$ cat src/hdl/assert_macros.svh
// Assertion macros shared by the RTL of the raindrop block.
// Empty when SYNTHESIS is defined; otherwise clocked on clk_i with reset rst_ni.
`ifndef ASSERT_MACROS_SVH
`define ASSERT_MACROS_SVH

`ifndef SYNTHESIS
// Checked only while out of reset.
`define RDE_ASSERT(lbl, prop) \
  lbl: assert property (@(posedge clk_i) disable iff (!rst_ni) prop) \
    else $error("raindrop assertion failed");
// Checked at every edge, reset included.
`define RDE_ASSERT_ALWAYS(lbl, prop) \
  lbl: assert property (@(posedge clk_i) prop) \
    else $error("raindrop assertion failed");
`else
`define RDE_ASSERT(lbl, prop)
`define RDE_ASSERT_ALWAYS(lbl, prop)
`endif

`endif

$ cat src/hdl/rde_ram.sv
// Generic single-port-write, single-port-read RAM with registered read data.
// Read before write on the same address. No dependencies.
`timescale 1ns / 1ps
`default_nettype none

module rde_ram #(
  parameter int DW    = 8,
  parameter int DEPTH = 16,
  parameter int AW    = (DEPTH > 1) ? $clog2(DEPTH) : 1
) (
  input  wire logic          clk_i,
  input  wire logic          we_i,
  input  wire logic [AW-1:0] waddr_i,
  input  wire logic [DW-1:0] wdata_i,
  input  wire logic          re_i,
  input  wire logic [AW-1:0] raddr_i,
  output logic      [DW-1:0] rdata_o
);

  logic [DW-1:0] mem [DEPTH];
  logic [DW-1:0] rdata_q;

  always_ff @(posedge clk_i) begin
    if (we_i) begin
      mem[waddr_i] <= wdata_i;
    end
  end

  always_ff @(posedge clk_i) begin
    if (re_i) begin
      rdata_q <= mem[raddr_i];
    end
  end

  assign rdata_o = rdata_q;

endmodule

`default_nettype wire

$ cat config.mk
export PLATFORM = sky130hd
export DESIGN_NAME = rde_ram
export DESIGN_NICKNAME = d
export VERILOG_FILES = /design/src/hdl/assert_macros.svh /design/src/hdl/rde_ram.sv
export SDC_FILE = /design/constraint.sdc
export NUM_CORES = 1
export LEC_CHECK = 0
export BUFFER_PORTS_ARGS = -buffer_cell sky130_fd_sc_hd__buf_2
export CAP_MARGIN = 25
export CORE_MARGIN = 4
export CORE_UTILIZATION = 45
export DETAILED_ROUTE_END_ITERATION = 7
export HOLD_SLACK_MARGIN = 0.06
export MAX_ROUTING_LAYER = met4
export SKIP_LAST_GASP = 1
export SLEW_MARGIN = 15
export SYNTH_ARGS = -nofsm -noshare
export SYNTH_HDL_FRONTEND = slang
export SYNTH_SLANG_ARGS = --single-unit
$ cat constraint.sdc
create_clock -name clk_i -period 1.83 [get_ports clk_i]
set_input_delay 0.0915 -clock clk_i [delete_from_list [all_inputs] [get_ports clk_i]]
set_output_delay 0.0915 -clock clk_i [all_outputs]
set_load 0.05 [all_outputs]
==> summary.md <==
| Metric | Value |
|---|---|
| Outcome | complete, no violations |
| Peak Freq | roughly 650 MHz |
| Clock slew at reported path FFs | roughly 0.050 ns |
| Req. time, crit path | just under 2 ns |
| Synth Area in Compound Gates | 0.0230 |
| Cell variety after synth | 18 |
| Setup bufs post-CTS | 0 |
| WL/cell | roughly 23 µm |
| Mean Syn Cell Area | between 20 and 25 µm² |
| Final HPWL DP | 6.26 mm |
| Die Span Y | between 100 and 150 µm |
| Worst min-delay path class | input port to flip-flop |
| Leak | ~0.0021 µW |
| Wirelength, routed | approximately 10 mm |
| Worst Path Arrival | 1.69 ns |
| ANT cells | 0 |
| Max incr delay on CP | about 0.55 ns |
| Final period util | 0.847 |
| Via count | about 2,500 |
| Flops & latches, synth | 136 |
| Routed Antenna Nets | 0 |
| Crit-path max FO | 1 |
| Worst-case reg-to-reg path depth | 3 |
| Pre-Repair DR Iteration Count | 4 |
| Slew Limit Fails | 0 |
| Endpoint, Worst Hold | mem[5][4] |
| # resized after CTS | 0 |
| Clk sinks | between 100 and 150 |
| Simple-Gate Fraction of Synth Area | 0.0314 |
| Post-Syn Area | ~5200 µm² |
| Die area | around 13,000 µm² |
| Commonest non-fill, non-tap cell in the layout | edfxtp_1 |
| Final min period | roughly 1.5 ns |
| Sequential share of power | 0.510 |
| Post-Syn Instances | between 200 and 250 |
| Final hold vios | 0 |
| Setup_tns | 0 ns |
| Sw Pwr | around 1300 µW |
| Seq/Total Area, Yosys | 0.781 |
| Worst-skew pair later-pin latency | about 0.4 ns |
| DR iter-0 viols | ~210 |
| # rows | 39 |
| CTS tree | done |
| Worst IR Drop VDD | roughly 0.73 mV |
| Placed Instance Area | approximately 5600 µm² |
| Hold_sp | wdata_i[4] |
| Total Power | 6930 µW |
| Combinational share of power | 0.054 |
| Ratio of cells with drive above 1 in the final layout | 0.293 |
| Post-DR vias/cell | around 5.6 |
| Final instance area | 6150 µm² |
| Clock Tree Root | clkbuf_16 |
| Clock Power Share | 0.436 |
| Pwr/cell area | 1130 nW/µm² |
| FF-to-FF Start | mem[1][2] |
| Setup violations, final | 0 |
| Critical Path Slowest Stage Cell | mux4_1 |
| CTS Hold Bufs | 0 |
| Synth Area in Adders | 0 |
| P&R area growth vs syn | 17.7% |
| Largest net degree at the start of global routing | 33 |
| Post-Synth XOR/XNOR Area | 0 |
| Int Pwr | around 5600 µW |
| Clock buffer depth | 2 |
| # port buffers | 26 |
| Total CTS buffers | 17 |
| Worst Hold Depth | 1 |
| Critical path capture point type | flip-flop |
| Max cap viols | 0 |
| Commonest non-fill, non-tap cells in the layout | edfxtp_1 (136), buf_2 (26), buf_4 (19) |
| Startpoint types | flip-flop |
| Switching Share | 0.192 |
| Initial Utilization | 0.458 |
| Yosys warnings | 0 |
| Mux cell area share after synthesis | 0.148 |
| Vias in the first global route | 2,529 |
| Core Box Area | ~11,000 µm² |
| Nets@finish | between 300 and 400 |
| Initial antenna violation count | 0 |
| Worst-path cell chain | mux4_1, a22oi_1, nand2_1 |
| Final Skew | 0.00557 ns |
| # H-tree levels | 4 |
| Die X | between 100 and 150 µm |
| Synth Net Count | 248 |
| Crit Reg-Reg Endpoint | rdata_o[2] |
| Main combinational cell family by area after synthesis | multiplexers |
| Slew HR | 0.693 |
| Reg-to-reg slack, setup | 0.28 ns |
| I/O pin count | 27 |
| GRT Residual Overflow | 0 |
| Crit Path Class | flip-flop to flip-flop |
| RSZ-0062 raised after global routing | false |
| DRC Markers | 0 |
| First-pass GRT wire length | about 15 mm |
| Slew @ Worst Pin | approximately 0.46 ns |
| Routability Congestion | approximately 0.7 |
| Total track usage | 0.169 |
worst max-delay path: cells and delay by family (launching register included):
| family | cells | cell delay [ns] |
|---|---|---|
| mux | 1 | 0.55 |
| flops | 1 | 0.35 |
| simple gates | 1 | 0.10 |
| compound gates | 1 | 0.29 |
registers in the layout (all words and copies together) (netlist names):
| signal | count |
|---|---|
| mem | 128 |
| rdata_o | 8 |
routing by layer:
layer | up-vias | global-route usage | wire (µm)
met5 | - | - | 0
li1 | 1092 | - | -
met2 | 51 | 0.250 | 4930
met1 | 1298 | 0.231 | 4530
met3 | 14 | 0.0397 | 412
met4 | 0 | 0.0673 | 161
logic make-up after synthesis:
group	Yosys count
buffers and inverters	10
AND/OR/NAND/NOR	35
AO/OA/AOI/OAI	16
multiplexers	32
flip-flops	136
Yosys cell counts (all sizes together):
| master | number | area share |
|---|---|---|
| or3b | 1 | 0.0017 |
| nand2b | 2 | 0.0024 |
| nand3 | 1 | 0.00096 |
| edfxtp | 136 | 0.78 |
| nor2b | 1 | 0.0012 |
| and2 | 1 | 0.0012 |
| nor2 | 13 | 0.0093 |
| mux4 | 32 | 0.15 |
| clkdlybuf4s25 | 3 | 0.0057 |
| nor3 | 4 | 0.0038 |
| nand2 | 9 | 0.0065 |
| nand3b | 2 | 0.0029 |
| buf | 7 | 0.011 |
| and2b | 1 | 0.0014 |
| a22oi | 16 | 0.023 |
worst max path at each step:
stage	from	endpoint	depth (start not counted)
finish	mem[1][2]	rdata_o[2]	3
global route	mem[1][2]	rdata_o[2]	3
CTS	mem[1][0]	rdata_o[0]	3
detailed placement	raddr_i[0]	rdata_o[2]	5
global placement	raddr_i[0]	rdata_o[2]	5
floorplan	waddr_i[2]	mem[0][0]	2
power groups by stage:
stage / sequential [µW] / combinational, µW / clock [µW]
2_1_floorplan: 3640 / 177 / 0
6_report: 3530 / 371 / 3020
4_1_cts: 3530 / 380 / 3070
3_3_place_gp: 3590 / 374 / 0
5_1_grt: 3540 / 400 / 3230
3_5_place_dp: 3600 / 378 / 0
layout make-up:
cell class | instances | area [µm²]
Multi-Input combinational cell | 83 | 1060
Clock inverter | 8 | 83.8
Sequential cell | 136 | 4080
Fill cell | 897 | 5270
Timing Repair Buffer | 47 | 313
Clock buffer | 20 | 437
Tap cell | 143 | 179
metrics by stage:
step,instances,worst slack [ns],hold slack (ns),utilization
after CTS,437,0.236,0.0663,0.539
after global routing,437,0.204,0.0668,0.539
after global placement,409,0.0968,0.483,0.493
after floorplan,229,0.246,0.190,-
after detailed placement,409,0.0816,0.493,0.493
final,437,0.280,0.0742,0.539
No activity file was read; power rests on OpenSTA's default activity.
