===== src/hdl/assert_macros.svh =====
// Assertion macros shared by the RTL of the raindrop block.
// Empty when SYNTHESIS is defined; otherwise clocked on clk_i with reset rst_ni.
`ifndef ASSERT_MACROS_SVH
`define ASSERT_MACROS_SVH

`ifndef SYNTHESIS
// Checked only while out of reset.
`define RDE_ASSERT(lbl, prop) \
  lbl: assert property (@(posedge clk_i) disable iff (!rst_ni) prop) \
    else $error("raindrop assertion failed");
// Checked at every edge, reset included.
`define RDE_ASSERT_ALWAYS(lbl, prop) \
  lbl: assert property (@(posedge clk_i) prop) \
    else $error("raindrop assertion failed");
`else
`define RDE_ASSERT(lbl, prop)
`define RDE_ASSERT_ALWAYS(lbl, prop)
`endif

`endif


===== src/hdl/rde_pkg.sv =====
// Package for the LED raindrop block: payload and state types, register
// indexes, sizing constants and the range pick function. No dependencies.
`timescale 1ns / 1ps
`default_nettype none

package rde_pkg;

  localparam int NUM_LEDS    = 256;
  localparam int LED_AW      = (NUM_LEDS > 1) ? $clog2(NUM_LEDS) : 1;
  localparam int BRIGHT_FULL = 65535;

  localparam int CFG_IDX_W = 3;
  localparam int CFG_DAT_W = 21;

  localparam logic [16:0] Q16_ONE = 17'h10000;

  typedef enum logic [CFG_IDX_W-1:0] {
    CFG_CHANCE     = 3'd0,
    CFG_HUE_LOW    = 3'd1,
    CFG_HUE_HIGH   = 3'd2,
    CFG_SAT_LOW    = 3'd3,
    CFG_SAT_HIGH   = 3'd4,
    CFG_BRIGHT_LOW = 3'd5,
    CFG_FADE_LOW   = 3'd6,
    CFG_FADE_HIGH  = 3'd7
  } cfg_reg_e;

  typedef struct packed {
    logic [7:0]  led_index;
    logic [19:0] roll;
    logic [15:0] rand_hue;
    logic [15:0] rand_sat;
    logic [15:0] rand_bright;
    logic [15:0] rand_fade;
  } in_item_t;

  typedef struct packed {
    logic [7:0]  out_index;
    logic [8:0]  out_hue;
    logic [9:0]  out_sat;
    logic [15:0] out_bright;
  } out_item_t;

  typedef struct packed {
    logic [20:0] chance_q20;
    logic [8:0]  hue_low;
    logic [8:0]  hue_high;
    logic [9:0]  sat_low;
    logic [9:0]  sat_high;
    logic [15:0] bright_low;
    logic [16:0] fade_low;
    logic [16:0] fade_high;
  } cfg_t;

  // One LED's stored state, also the memory word.
  typedef struct packed {
    logic [8:0]  hue;
    logic [9:0]  sat;
    logic [15:0] bright;
    logic [16:0] fade;
  } entry_t;

  // Draw for one item: hit flag and the freshly picked drop.
  typedef struct packed {
    logic   hit;
    entry_t drop;
  } draw_t;

  // lo + ((r * (hi - lo + 1)) >> 16), or lo when hi < lo
  function automatic logic [16:0] pick17(logic [16:0] lo, logic [16:0] hi,
                                         logic [15:0] r);
    logic [17:0] span;
    logic [33:0] prod;
    logic [16:0] res;
    span = {1'b0, hi} - {1'b0, lo} + 18'd1;
    prod = 34'(r) * 34'(span);
    if (hi < lo) begin
      res = lo;
    end else begin
      res = lo + prod[32:16];
    end
    return res;
  endfunction

endpackage

`default_nettype wire


===== src/hdl/rde_draw.sv =====
// Hit test and range picks for one item, registered alongside the memory read.
// Depends on rde_pkg.
`timescale 1ns / 1ps
`default_nettype none

module rde_draw
  import rde_pkg::*;
(
  input  wire logic     clk_i,
  input  wire logic     en_i,
  input  wire in_item_t item_i,
  input  wire cfg_t     cfg_i,
  output draw_t         draw_o
);

  logic [20:0] roll_sum;
  logic [16:0] hue_pick, sat_pick, bright_pick, fade_pick;
  draw_t       draw_d, draw_q;

  // roll >= 2^20 - chance  <=>  roll + chance carries into bit 20
  assign roll_sum = {1'b0, item_i.roll} + {1'b0, cfg_i.chance_q20[19:0]};

  assign hue_pick    = pick17(17'(cfg_i.hue_low), 17'(cfg_i.hue_high), item_i.rand_hue);
  assign sat_pick    = pick17(17'(cfg_i.sat_low), 17'(cfg_i.sat_high), item_i.rand_sat);
  assign bright_pick = pick17(17'(cfg_i.bright_low), 17'(BRIGHT_FULL), item_i.rand_bright);
  assign fade_pick   = pick17(cfg_i.fade_low, cfg_i.fade_high, item_i.rand_fade);

  always_comb begin
    draw_d.hit         = cfg_i.chance_q20[20] | roll_sum[20];
    draw_d.drop.hue    = hue_pick[8:0];
    draw_d.drop.sat    = sat_pick[9:0];
    draw_d.drop.bright = bright_pick[15:0];
    draw_d.drop.fade   = fade_pick;
  end

  always_ff @(posedge clk_i) begin
    if (en_i) begin
      draw_q <= draw_d;
    end
  end

  assign draw_o = draw_q;

endmodule

`default_nettype wire


===== config.mk =====
export PLATFORM = sky130hd
export DESIGN_NAME = rde_draw
export DESIGN_NICKNAME = d
export VERILOG_FILES = /design/src/hdl/assert_macros.svh /design/src/hdl/rde_pkg.sv /design/src/hdl/rde_draw.sv
export SDC_FILE = /design/constraint.sdc
export NUM_CORES = 2
export LEC_CHECK = 0
export BUFFER_PORTS_ARGS = -buffer_cell sky130_fd_sc_hd__buf_2
export CELL_PAD_IN_SITES_DETAIL_PLACEMENT = 1
export CELL_PAD_IN_SITES_GLOBAL_PLACEMENT = 2
export CORE_MARGIN = 3
export CORE_UTILIZATION = 36
export DETAILED_ROUTE_END_ITERATION = 12
export PLACE_DENSITY = 0.82
export SYNTH_ARGS = -nofsm -noshare
export SYNTH_HDL_FRONTEND = slang
export SYNTH_SLANG_ARGS = --single-unit

===== constraint.sdc =====
create_clock -name clk_i -period 10 [get_ports clk_i]
set_input_delay 1 -clock clk_i [delete_from_list [all_inputs] [get_ports clk_i]]
set_output_delay 1 -clock clk_i [all_outputs]
set_load 0.03 [all_outputs]

==> results_dict.tcl <==
set metrics [dict create \
    yosys-mux-area-fraction_pct 0.2034 \
    htreeDepth 2 \
    rsz0062_at_grt "true" \
    clock-root-buffer "clkbuf_16" \
    dp_hpwl_um 100100 \
    crit_top_cell "a21oi_2" \
    worst_pin_slew_ps 971.5 \
    arrival_ps 10460 \
    clkTransAtPathRegs_ps 110 \
    hold_class "input pin to register" \
    synth_area_sq_um 37530 \
    critPathRequiredTime_ps 10120 \
    gp_congestion 0.8550 \
    area_growth_pct 22.68 \
    hold_depth 2 \
    finalWorstSetupSlack_ps -335.2 \
    syn_nets 5699 \
    setup_viol 6 \
    start_util_pct 36.57 \
    fin_crit_sh_pct 103.4 \
    grt_antenna_before_repair 23 \
    violations "negative setup slack" \
    grt_max_degree 54 \
    synth.top_cell.area_share_pct 42.41 \
    n_fill_cell 12080 \
    synth_cell_types 77 \
    ios 256 \
    viasPerCell 4.857 \
    synth_top_cell_by_area "fa_1" \
    synth_top_family_by_area "adder cells" \
    hold_end "draw_o[43]" \
    ys_async_sr_fraction_pct 0 \
    start_kind "input pin" \
    detail-route-antenna-nets 0 \
    status "finished with violations" \
    rows 117 \
    slew-limit-headroom_pct 35.23 \
    synthTopCellsByArea "fa_1, ha_1, inv_1" \
    port-buffer-count 247 \
    syn_inst 4245 \
    routedWlPerCell_um 18.39 \
    postSynthRegisterBits 53 \
    fin_crit_ps 10340 \
    synthXorXnorAreaFrac_pct 3.944 \
    cpPeakStageDelay_ps 550 \
    hold_ws_ps 1001 \
    synthFlopType "edfxtp_1" \
    end_kind "register" \
    cp_max_fo 5 \
    max_freq_mhz 96.76 \
    yosysSeqAreaShare_pct 4.241 \
    dieArea_sq_um 108100 \
    setup-tns-final_ps -1044 \
    drt_iter0_markers 974 \
    layout-drive-gt1-share_pct 22.27 \
    cts-root-to-sink-buffers 2 \
    grt_use_total_pct 21.89 \
    finalWirelength_um 115800 \
    max_cap_viol_count 0 \
    yosys_warnings 0 \
    grt_first_pass_wirelength_um 186600 \
    worstHoldStart "cfg_i[79]" \
    grt_pass1_vias 34840 \
    crit_slowest_cell "fa_1" \
    cts_tree "yes" \
    yosys.area_share.adder_pct 57.62 \
    die_h_um 328.9 \
    synth-edff-count 53 \
    gr-total-overflow 0 \
    nNetsFinal 6374 \
    setup.worst_path.class "input pin to register" \
    synth-compound-area-share_pct 6.295 \
    hold_violations 0 \
    cts_buffers 5 \
    syn_avg_cell_area_sq_um 8.840 \
    drc 0 \
    die_w_um 328.9 \
    clock-sinks 53 \
    slew_violations 0 \
    synth-simple-area-share_pct 15.98 \
    core_sq_um 102600 \
    vias 30580 \
    drt_first_pass_iters 4 \
    largest_reg_flops 53 \
]
-- worst max-delay path: cells and delay by family --
| kind | cells | cell delay, ps |
|---|---|---|
| buffers and inverters | 8 | 670 |
| AO/OA/AOI/OAI | 21 | 3430 |
| adder cells (fa/ha/maj) | 10 | 4030 |
| AND/OR/NAND/NOR | 5 | 450 |
| XOR/XNOR | 6 | 870 |
-- metal layers --
layer / global-route usage (%) / vias up / wire length (um) / share of wire [%]
li1: - / 14120 / - / -
met5: 0 / - / 93 / 0.080
met1: 28.11 / 15770 / 49630 / 43
met4: 4.603 / 16 / 3032 / 2.6
met3: 3.676 / 147 / 5688 / 4.9
met2: 38.62 / 533 / 57390 / 50
-- synthesized netlist by cell type (all sizes together) (6+ instances only) --
master   instances
inv           1024
fa             795
nand2          596
ha             456
and2           343
clkbuf         135
xnor2          116
nor2           111
a21oi          106
o21ai           60
edfxtp          53
xor2            47
nor3            44
a21o            36
nand3           35
o21a            32
nor2b           28
nand2b          23
nand4           21
o21bai          19
a211oi          17
and3            16
buf             11
or2             10
o211ai           8
a2111oi          7
nor4             7
a31oi            6
o31ai            6
or3              6
-- how the worst max path moves through the flow --
stage                  to  startpoint  cells after the start
6_report       draw_o[16]   cfg_i[19]                     50
5_1_grt        draw_o[16]   cfg_i[19]                     48
4_1_cts        draw_o[16]    cfg_i[1]                     51
3_5_place_dp   draw_o[42]   cfg_i[50]                     42
3_3_place_gp   draw_o[16]   cfg_i[19]                     50
2_1_floorplan  draw_o[16]   cfg_i[19]                     48
-- stage by stage --
step                utilization (%)  area (sq um)  std cells  setup WS (ps)
floorplan                         -         37860       4245         -134.4
global placement              42.95         44080       6212         -842.6
detailed placement            42.95         44080       6212          -1081
CTS                           43.87         45020       6259         -358.9
global route                  44.84         46020       6290         -761.6
finish                        44.86         46040       6297         -335.2
-- placed cells by master, fill, tap and decap left out, types with 34 or more instances in the layout --
cell	netlist	layout
inv_1	1023	999
fa_1	795	778
nand2_1	596	585
buf_4	0	547
ha_1	456	422
and2_1	343	339
buf_2	4	239
xnor2_1	115	103
nor2_1	109	99
a21oi_1	106	65
edfxtp_1	53	53
xor2_1	47	44
a21oi_2	0	35
a21o_1	35	34
-- timing repair --
action	4_1_cts	5_1_grt
setup endpoints to repair	14	26
resized for setup	105	172
hold buffers	0	0
pin swaps	115	84
setup buffers	41	35
-- kinds of logic after synthesis --
group / count (synthesis)
fa+ha+maj: 1251
simple gates: 1251
buf+inv: 1170
compound gates: 348
xor+xnor: 165
flops: 53
mux: 7
-- layout make-up --
type	instances	area [sq um]	area share (%)
multi-input cells	3022	32990	71.65
well taps	1368	1712	3.718
flip-flops and latches	53	1592	3.457
inverters	1024	3869	8.404
diodes	8	20.02	0.04349
clock inverters	3	28.78	0.06251
clock buffers	5	125.1	0.2718
repair buffers	814	5704	12.39
Power is not shown: default switching activity piles up to over one toggle a cycle in this logic, so the estimate is an artifact.
